File: src/hw/rtl/rpsc_div.sv
`default_nettype none
// restoring divider, one quotient bit per stage, msb first
module rpsc_div #(
  parameter int NumW  = 42,
  parameter int DenW  = 24,
  parameter int QuotW = 19
) (
  input  wire logic             clk,
  input  wire logic             en,
  input  wire logic [NumW-1:0]  num,
  input  wire logic [DenW-1:0]  den,
  output logic      [QuotW-1:0] quot
);

  localparam int RemW = NumW + 1;

  logic [RemW-1:0]  rem_q  [QuotW];
  logic [DenW-1:0]  den_q  [QuotW];
  logic [QuotW-1:0] quot_q [QuotW];

  for (genvar j = 0; j < QuotW; j++) begin : g_stage
    logic [RemW-1:0]  rem_in;
    logic [DenW-1:0]  den_in;
    logic [QuotW-1:0] quot_in;
    logic [RemW-1:0]  dsh;

    if (j == 0) begin : g_first
      assign rem_in  = RemW'(num);
      assign den_in  = den;
      assign quot_in = '0;
    end else begin : g_next
      assign rem_in  = rem_q[j-1];
      assign den_in  = den_q[j-1];
      assign quot_in = quot_q[j-1];
    end

    assign dsh = RemW'(den_in) << (QuotW - 1 - j);

    always_ff @(posedge clk) begin
      if (en) begin
        den_q[j] <= den_in;
        if (rem_in >= dsh) begin
          rem_q[j]  <= rem_in - dsh;
          quot_q[j] <= {quot_in[QuotW-2:0], 1'b1};
        end else begin
          rem_q[j]  <= rem_in;
          quot_q[j] <= {quot_in[QuotW-2:0], 1'b0};
        end
      end
    end
  end

  assign quot = quot_q[QuotW-1];

endmodule
`default_nettype wire
File: config.mk
export PLATFORM = sky130hd
export DESIGN_NAME = rpsc_div
export DESIGN_NICKNAME = d
export VERILOG_FILES = /design/src/hw/rtl/rpsc_div.sv
export SDC_FILE = /design/constraint.sdc
export NUM_CORES = 2
export LEC_CHECK = 0
export BUFFER_PORTS_ARGS = -buffer_cell sky130_fd_sc_hd__clkbuf_2
export CAP_MARGIN = 20
export CORE_ASPECT_RATIO = 0.6
export CORE_MARGIN = 3
export CORE_UTILIZATION = 45
export CTS_CLUSTER_DIAMETER = 120
export DETAILED_ROUTE_END_ITERATION = 8
export GPL_TIMING_DRIVEN = 0
export SLEW_MARGIN = 20
export SYNTH_ARGS = -nofsm -noshare
export SYNTH_HDL_FRONTEND = slang
export SYNTH_SLANG_ARGS = --single-unit
export TNS_END_PERCENT = 100
File: constraint.sdc
create_clock -name clk -period 3.55 [get_ports clk]
set_input_delay 0.8875 -clock clk [delete_from_list [all_inputs] [get_ports clk]]
set_output_delay 0.8875 -clock clk [all_outputs]
set_load 0.02 [all_outputs]
==> impl_results.md <==
* Outcome: finished with violations
* Violated checks: setup timing
* Layout Nets at between 7,000 and 8,000
* Initial Utilization at 0.456
* Post-synth ARST share at 0
* Largest net degree at the start of global routing at 81
* Fin util at 0.540
* Post-Syn Nets at roughly 7,100
* All-Layer GR Usage at 0.275
* Crit path DAT at between 4000 and 5000 ps
* Flop2flop setup slack at -220 ps
* Dpl cell area at 79,100 um^2
* GPL Wtd Cong at around 0.97
* Clk pwr share at 0.220
* Hold Fails Final Rpt at 0
* TritonRoute pass-1 iters at 6
* Clock Sinks at approximately 1,400
* MaxCap Viol Count at 0
* DP Cell Count at a little under 9,000
* Synth area leaders: edfxtp_1 (56%), ha_1 (7.6%), a21oi_1 (3.1%), xor2_1 (3.1%), o21ai_0 (2.9%)
* Root Driver: clkbuf_16
* Setup Viol. Count Final at between 50 and 60
* Synth Instances at ~6,600
* Die span in y at 323 um
* Distinct cells, synth at a little over 100
* Top_reg_cell synth: edfxtp_1
* Critical Path Fanout Max at 6
* Clock transition at path regs at approximately 70 ps
* Worst slack, placed at -2330 ps
* First-pass GRT wire length at ~350 mm
* Sw Ratio at 0.380
* Worst-Margin Slew at around 1000 ps
* Sequential power share at 0.367
* Crit Reg-Reg Endpoint: rem_q[8][22]$_DFFE_PP_
* R2r startpoint: rem_q[7][13]$_DFFE_PP_
* Vias post-DR at ~56,000
* Final instance area at 89,100 um^2
* # IOs at between 80 and 90
* Crit path from: rem_q[7][13]$_DFFE_PP_
* Worst Reg-to-Reg Cells at 9
* Share of the synthesized area in the top cell type at 0.557
* Critical Path Sink: rem_q[8][22]$_DFFE_PP_
* Clk buf depth at 4
* CP Launch Type: flip-flop
* Slew margin rel. at 0.296
* Setup Skew at 66.5 ps
* WHS at ~260 ps
* Antenna violations before repair at 13
* Drt drc at 0
* Via/cell ratio at roughly 6
* HPWL after DPL at approximately 190 mm
* Worst min path class: in -> reg
* IO Port Bufs at between 80 and 90
* Sequential area share after synthesis at 0.557
* Post-route minimum period at approximately 3800 ps
* Final ANT Viol Nets at 0
* Total gr overflow at 0
* Worst setup EP type: flip-flop
* Rows at 115
* Vias in the first global route at about 50,000
* Area of the multi-input gates at 33,500 um^2
* H-tree Lvls at 4
* Syn avg cell area at roughly 11 um^2
* Final Max Tran Viols at 0
* Die footprint at between 150,000 and 200,000 um^2
* Final worst slack at -219 ps
* Hold_buf cts at 0
* Total power at slightly above 70 mW
* RSZ-0062 raised after global routing: yes
* Core Area at about 160,000 um^2
* DRT iter0 DRCs at approximately 7,500
* Tcrit/Tclk final at 1.06
* Highest clock rate at between 200 and 300 MHz
* DRT Wirelength at around 240 mm
* Worst VDD drop at roughly 0.00035 V
* Area delta synth->final at 18.5%
* Net switching power at around 27 mW
* Reg area at 41,900 um^2
* Worst path required time at approximately 4100 ps
* Die span in x at around 530 um
* Internal power at between 40 and 50 mW
* Post-synth EDFFs at between 1,000 and 1,500
* Worst-Skew Late Latency at between 800 and 900 ps
* Yosys reg bits at roughly 1,400
* Non-filler instance count after layout at around 9,400
* PD cells at between 700 and 800 nW/um^2
* Wire length per cell at approximately 26 um
* Layout cells sized above 1 at 0.167
* Mapped cell area at between 70,000 and 80,000 um^2
* Synth warnings at 0
* Crit Path Category: reg -> reg
* Share of power burned in combinational logic at 0.413
* Setup TNS at -5080 ps
* CTS tree: done
* Synth area leader: edfxtp_1
* Total CTS buffers at 149
* Leakage dissipation at approximately 34 nW
* # fillers at between 10,000 and 15,000
-- layer usage --
layer / track usage / wire (um) / vias up
met5: 0.0330 / 508 / -
met4: 0.0351 / 2340 / 9
met3: 0.138 / 39100 / 184
met2: 0.264 / 72000 / 2778
met1: 0.490 / 131000 / 27600
li1: - / - / 25300
-- timing repair --
item                                     CTS  global route
pin swaps                                 79           149
endpoints found under the setup margin  1532           482
resized for setup                        456           419
cloned                                     7             2
endpoints found under the hold margin      0             0
buffers inserted                          93            95
-- flip-flops by register name (all words and copies together) (netlist names) --
signal and count:
den_q 432, quot_q 190, rem_q 774
-- cell usage in the layout, fill, tap and decap left out, types with 71 or more instances in the layout --
cell type / instances
xnor2_1: 244
nor2_1: 398
o21ai_0: 392
a21oi_1: 421
buf_4: 172
edfxtp_1: 1395
clkbuf_2: 100
a21o_1: 198
o21a_1: 82
inv_1: 558
nor3_1: 91
mux2_2: 75
clkbuf_16: 161
xor2_1: 262
nand4_1: 71
ha_1: 403
nand2_1: 505
nand3_1: 91
-- cell families (layout without fill, tap and decap cells) --
logic type,count (synthesis),in the layout,synth area share
AO/OA/AOI/OAI,1600,1600,0.133
XOR/XNOR,510,510,0.0594
adder cells (fa/ha/maj),474,474,0.0807
buffers and inverters,731,1272,0.0375
flip-flops,1396,1396,0.557
multiplexers,95,95,0.0141
other,0,15,0
AND/OR/NAND/NOR,1790,1790,0.118
-- layout make-up --
class | count | share of cell area
Sequential cell | 1396 | 0.470
Antenna cell | 15 | 0.000421
Buffer | 146 | 0.0143
Clock buffer | 178 | 0.0443
Multi-Input combinational cell | 4469 | 0.376
Timing Repair Buffer | 302 | 0.0317
Inverter | 568 | 0.0240
Clock inverter | 78 | 0.00830
Tap cell | 2223 | 0.0312
-- worst max-delay path: stages (launching register included) --
cell and delay [ps]:
edfxtp_1 450, ha_4 330, or4b_4 480, nor4_4 460, nand4_1 550, and4_4 340
nand4b_1 110, buf_6 150, clkbuf_16 200, mux2_4 360
-- cells in the mapped netlist (13+ instances only) --
library cell,instances
edfxtp_1,1395
inv_1,567
nand2_1,536
a21oi_1,473
ha_1,456
o21ai_0,443
nor2_1,421
xor2_1,262
xnor2_1,248
a21o_1,198
clkbuf_1,114
nand3_1,109
nor3_1,105
nor4_1,91
mux2_2,85
o21a_1,85
nor2b_1,75
nand4_1,71
nand2b_1,67
and3_1,52
or3_1,46
a31oi_1,43
o21bai_1,41
and2_1,38
a211oi_1,35
o211ai_1,35
or4_1,32
buf_2,31
or2_2,26
nand3b_1,24
o31ai_1,24
fa_1,18
nand4b_1,18
nor4b_1,18
o22ai_1,17
a21boi_0,16
o31a_1,16
a2111oi_0,15
and4_1,15
nor3b_1,15
a211o_1,14
a311oi_1,13
-- worst min-delay path by stage --
stage                          endpoint  slack [ps]                      from  cells past startpoint
2_1_floorplan  quot_q[10][10]$_DFFE_PP_         400    quot_q[9][9]$_DFFE_PP_                      0
3_3_place_gp   quot_q[17][13]$_DFFE_PP_         400  quot_q[16][12]$_DFFE_PP_                      0
3_5_place_dp    quot_q[13][2]$_DFFE_PP_         400   quot_q[12][1]$_DFFE_PP_                      0
4_1_cts           rem_q[0][0]$_DFFE_PP_         210                    num[0]                      1
5_1_grt           rem_q[0][0]$_DFFE_PP_         240                    num[0]                      1
6_report          rem_q[0][0]$_DFFE_PP_         260                    num[0]                      1
-- power groups by stage --
stage                     clock network, mW  registers (mW)  logic (mW)
after floorplan                           0            24.8        18.2
after global placement                    0            26.2        24.5
after detailed placement                  0            26.0        24.8
after CTS                              15.8            25.8        26.6
after global routing                   16.5            26.3        31.6
final                                  15.6            26.0        29.2
(Power assumes the default switching activity.)
