## src/hw/rtl/rpsc_isqrt.sv

```systemverilog
`default_nettype none
// one root bit per stage, digit-by-digit square root
module rpsc_isqrt #(
  parameter int RootW = 24
) (
  input  wire logic               clk,
  input  wire logic               en,
  input  wire logic [2*RootW-1:0] rad,
  output logic      [RootW-1:0]   root
);

  localparam int RadW = 2 * RootW;
  localparam int RemW = RootW + 3;

  logic [RadW-1:0]  rad_q  [RootW];
  logic [RemW-1:0]  rem_q  [RootW];
  logic [RootW-1:0] root_q [RootW];

  for (genvar i = 0; i < RootW; i++) begin : g_stage
    logic [RadW-1:0]  rad_in;
    logic [RemW-1:0]  rem_in;
    logic [RootW-1:0] root_in;
    logic [RemW-1:0]  cur;
    logic [RemW-1:0]  trial;

    if (i == 0) begin : g_first
      assign rad_in  = rad;
      assign rem_in  = '0;
      assign root_in = '0;
    end else begin : g_next
      assign rad_in  = rad_q[i-1];
      assign rem_in  = rem_q[i-1];
      assign root_in = root_q[i-1];
    end

    assign cur   = {rem_in[RemW-3:0], rad_in[RadW-1:RadW-2]};
    assign trial = RemW'({root_in, 2'b01});

    always_ff @(posedge clk) begin
      if (en) begin
        rad_q[i] <= {rad_in[RadW-3:0], 2'b00};
        if (cur >= trial) begin
          rem_q[i]  <= cur - trial;
          root_q[i] <= {root_in[RootW-2:0], 1'b1};
        end else begin
          rem_q[i]  <= cur;
          root_q[i] <= {root_in[RootW-2:0], 1'b0};
        end
      end
    end
  end

  assign root = root_q[RootW-1];

endmodule
`default_nettype wire

```

## config.mk

```make
export PLATFORM = sky130hd
export DESIGN_NAME = rpsc_isqrt
export DESIGN_NICKNAME = d
export VERILOG_FILES = /design/src/hw/rtl/rpsc_isqrt.sv
export SDC_FILE = /design/constraint.sdc
export NUM_CORES = 2
export LEC_CHECK = 0
export BUFFER_PORTS_ARGS = -buffer_cell sky130_fd_sc_hd__buf_2
export CAP_MARGIN = 20
export CORE_MARGIN = 4
export CORE_UTILIZATION = 55
export CTS_BUF_LIST = sky130_fd_sc_hd__clkbuf_8
export DETAILED_ROUTE_END_ITERATION = 7
export MAX_ROUTING_LAYER = met4
export PLACE_DENSITY = 0.75
export SLEW_MARGIN = 20
export SYNTH_ARGS = -nofsm -noshare
export SYNTH_HDL_FRONTEND = slang
export SYNTH_SLANG_ARGS = --single-unit
```

## constraint.sdc

```tcl
create_clock -name clk -period 3.2 [get_ports clk]
set_clock_uncertainty 0.1 [all_clocks]
set_input_delay 0.64 -clock clk [delete_from_list [all_inputs] [get_ports clk]]
set_output_delay 0.64 -clock clk [all_outputs]
set_load 0.01 [all_outputs]
```

==> impl_results.md <==
- Detailed-placement wirelength estimate: 91200 um
- CP max stage cell: or4_4
- CP top delay family: simple AND/OR/NAND/NOR gates
- Slack of the critical path: -44.8 ps
- RSZ-0062 raised after global routing: yes
- Area of the die: about 120000 sq um
- Via count of the first global-routing pass: a little under 40000
- CTS tree: yes
- Post-route ant nets: 0
- Worst slew margin: roughly a third
- DR WL met3: between 5000 and 6000 um
- Fill cell count: 8560
- Clk buf depth: 3
- Highest routed metal layer: met4
- Port Buffers: 73
- Hold_ws: between 100 and 150 ps
- Dpl ws: -161 ps
- Reg2reg setup slack: -40 ps
- Routed WL: ~130000 um
- Clock transition at path regs: 60 ps
- Crit-path cells: or3_4 > or4_4 > or4_4 > or3_4 > nor4_4 > nand3_4 > buf_4 > mux2_2
- Worst r2r src: rem_q[0][146]
- Mapped Cells: between 4000 and 5000
- Syn avg cell area: approximately 13 sq um
- Fin. Hold Viols: 0
- P_int: 0.0343 W
- Arrival time at the worst endpoint: around 3800 ps
- NumNets Final: between 5000 and 6000
- Share of cells above drive strength 1: between 15 and 20%
- Pwr Density: 651 nW/um^2
- Finished Layout Cells: approximately 7200
- Wire length on met1: roughly 55000 um
- DR vias/cell: about 5.6
- Crit Path Max Fanout: 6
- Outcome: finished with violations
- Part of the power in registers: about half
- Primary FF master, synth: edfxtp_1
- CP Class: reg -> reg
- Flops & latches, synth: approximately 1400
- Post-synthesis sequential area ratio: 64.7%
- Drt pass-1 iters: 7
- Largest net degree at the start of global routing: between 150 and 200
- Number of synthesized flops with an enable pin: around 1400
- GPL Wtd Cong: about 0.9
- GRT Overall Usage: 21.6%
- Ports: 74
- First-pass GRT wire length: between 200000 and 250000 um
- Async set-reset flop share out of synthesis: 0%
- Initial antenna violation count: 2
- Register Area: about 42000 sq um
- Failing checks: setup timing
- Die W: approximately 350 um
- Placed insts: about 6700
- WL met2: around 66000 um
- H-tree Lvls: 4
- Worst EP required: roughly 3800 ps
- Cell variety after synth: 80
- VDD IR max: 0.000504 V
- Area Growth Syn to Fin: 14.9%
- Clock share of power: about 28%
- Fin. max-slew vios: 0
- Final Setup Violations: 12
- Num CTS Buffers: between 200 and 250
- # DRC: 0
- Synthesized cell area: around 65000 sq um
- Initial detailed-routing violation count: around 3000
- Core Area: ~120000 sq um
- Hold WC Path Type: in -> reg
- Comb pwr share: 21.2%
- Hold_sp: en
- Final Instance Area: between 70000 and 80000 sq um
- # Max-Cap Violations: 0
- Yosys Warn Count: 0
- WL/cell: about 18 um
- Num Clock Sinks: approximately 1400
- Multi-input logic area: approximately 22000 sq um
- Die height: roughly 350 um
- Initial Utilization: between 50% and 60%
- Final Critical Period: about 3200 ps
- Critical Path End Type: register
- Worst Setup SP: rem_q[0][146]
- Slowest stage delay, CP: 430 ps
- Lkg Pwr: 29.1 nW
- Std-Cell Rows: between 100 and 150
- Sw Pwr: between 0.01 and 0.015 W
- Root buf cell: clkbuf_8
- Maximum clock frequency: slightly above 300 MHz
- CP Launch Type: register
- Post-Place Cell Area: between 60000 and 70000 sq um
- Setup TNS: -225 ps
- Period utilisation layout: 101%
- Worst Path Buf+Inv: 1
- GRT overflow: 0
- Skew-Pair Late Insertion Delay: approximately 950 ps
- Via count: 40000
- Switching share of power: 29.2%
- Synth Net Count: about 5300
- Worst-Margin Slew: between 900 and 1000 ps
-- stage by stage --
step	power, W	util, %
2_1_floorplan	0.0313	-
3_3_place_gp	0.0344	59.2
3_5_place_dp	0.0347	59.2
4_1_cts	0.0486	63.1
5_1_grt	0.0511	63.9
6_report	0.0484	63.9
-- cells in the mapped netlist, types with 10 or more instances --
| library cell | n | share of area (%) |
|---|---|---|
| o31ai_1 | 19 | 0.22 |
| nand4b_1 | 14 | 0.19 |
| a211oi_1 | 31 | 0.36 |
| nor3b_1 | 13 | 0.15 |
| ha_1 | 326 | 6.3 |
| and2_1 | 31 | 0.30 |
| nor4_1 | 52 | 0.50 |
| inv_1 | 385 | 2.2 |
| nor2b_1 | 43 | 0.42 |
| or3_1 | 59 | 0.57 |
| nor3_1 | 136 | 1.1 |
| a21boi_0 | 14 | 0.16 |
| a21oi_1 | 280 | 2.2 |
| nand4_1 | 47 | 0.45 |
| o21ai_0 | 259 | 2.0 |
| nand2b_1 | 65 | 0.63 |
| a31o_2 | 11 | 0.15 |
| a21o_1 | 114 | 1.3 |
| o211ai_1 | 17 | 0.20 |
| nor2_1 | 287 | 1.7 |
| nand2_1 | 340 | 2.0 |
| nor4b_1 | 15 | 0.20 |
| or2_2 | 29 | 0.28 |
| o21a_1 | 63 | 0.73 |
| xnor2_1 | 221 | 3.0 |
| nand3_1 | 83 | 0.64 |
| clkbuf_1 | 106 | 0.61 |
| o2111ai_1 | 10 | 0.14 |
| xor2_1 | 208 | 2.8 |
| edfxtp_1 | 1394 | 65 |
| o21bai_1 | 24 | 0.28 |
| and3_1 | 29 | 0.28 |
| a31oi_1 | 22 | 0.21 |
| nand3b_1 | 10 | 0.12 |
| mux2_2 | 48 | 0.83 |
| or4_1 | 22 | 0.25 |
| o41ai_1 | 10 | 0.14 |
-- power by group through the flow --
| stage | clock, W | sequential, W | combinational [W] |
|---|---|---|---|
| floorplan | 0 | 0.0242 | 0.00713 |
| global placement | 0 | 0.0248 | 0.00966 |
| detailed placement | 0 | 0.0248 | 0.00986 |
| CTS | 0.0141 | 0.0245 | 0.0100 |
| global route | 0.0150 | 0.0247 | 0.0114 |
| finish | 0.0137 | 0.0245 | 0.0103 |
-- what timing repair did --
item / 4_1_cts / 5_1_grt
gates cloned: 0 / 4
endpoints found under the setup margin: 19 / 208
hold buffers: 48 / 0
endpoints found under the hold margin: 48 / 0
setup buffers: 3 / 24
pin swaps: 1 / 21
gates resized for setup: 9 / 138
-- routing by layer --
metal	GRT usage [%]	vias up
met5	-	-
met4	8.13	0
met3	3.50	262
met2	36.5	907
met1	26.3	19300
li1	-	19500
-- worst reg2reg max path, cell delays in order (launching register included) --
cell      delay (ps)
edfxtp_1         390
or3_4            400
or4_4            440
or4_4            430
or3_4            420
nor4_4           210
nand3_4          190
buf_4            180
mux2_2           260
-- worst paths after layout --
check / endpoint / depth (start not counted)
setup / recovery: rem_q[0][168] / 8
hold / removal: rem_q[1][37] / 2
setup reg to reg: rem_q[0][168] / 8
hold reg to reg: rad_q[0][265] / 0
-- final cells by class --
type / count / share of cell area (%)
diodes: 3 / 0.0101
clock buffers: 217 / 4.01
clock inverters: 168 / 1.30
inverters: 385 / 1.94
multi-input cells: 3071 / 29.2
flip-flops and latches: 1395 / 56.3
well taps: 1524 / 2.56
repair buffers: 436 / 4.72
-- cell families (layout without fill, tap and decap cells) --
logic type	after synthesis	in the layout	synth area share (%)
flops	1395	1395	64.7
simple gates	1309	1309	10.2
compound gates	951	951	9.17
buf+inv	500	1206	2.91
xor+xnor	429	429	5.80
fa+ha+maj	326	326	6.30
mux	56	56	0.958
other cells	0	3	0
-- flip-flops by register name (all words and copies together), names as in the netlist --
name and cells:
rad_q 552, rem_q 543, root_q 300
-- layout by cell type (no fill, tap or decap), drive strengths merged, types with 61 or more instances in the layout --
| cell | synthesis | routed |
|---|---|---|
| a21o | 114 | 114 |
| a21oi | 280 | 280 |
| buf | 9 | 384 |
| clkbuf | 106 | 221 |
| clkinv | 0 | 89 |
| edfxtp | 1394 | 1394 |
| ha | 326 | 326 |
| inv | 385 | 458 |
| nand2 | 340 | 340 |
| nand2b | 65 | 65 |
| nand3 | 86 | 86 |
| nor2 | 287 | 287 |
| nor3 | 136 | 136 |
| o21a | 63 | 63 |
| o21ai | 260 | 260 |
| or3 | 61 | 61 |
| xnor2 | 221 | 221 |
| xor2 | 208 | 208 |
No activity file was read; power rests on OpenSTA's default activity.
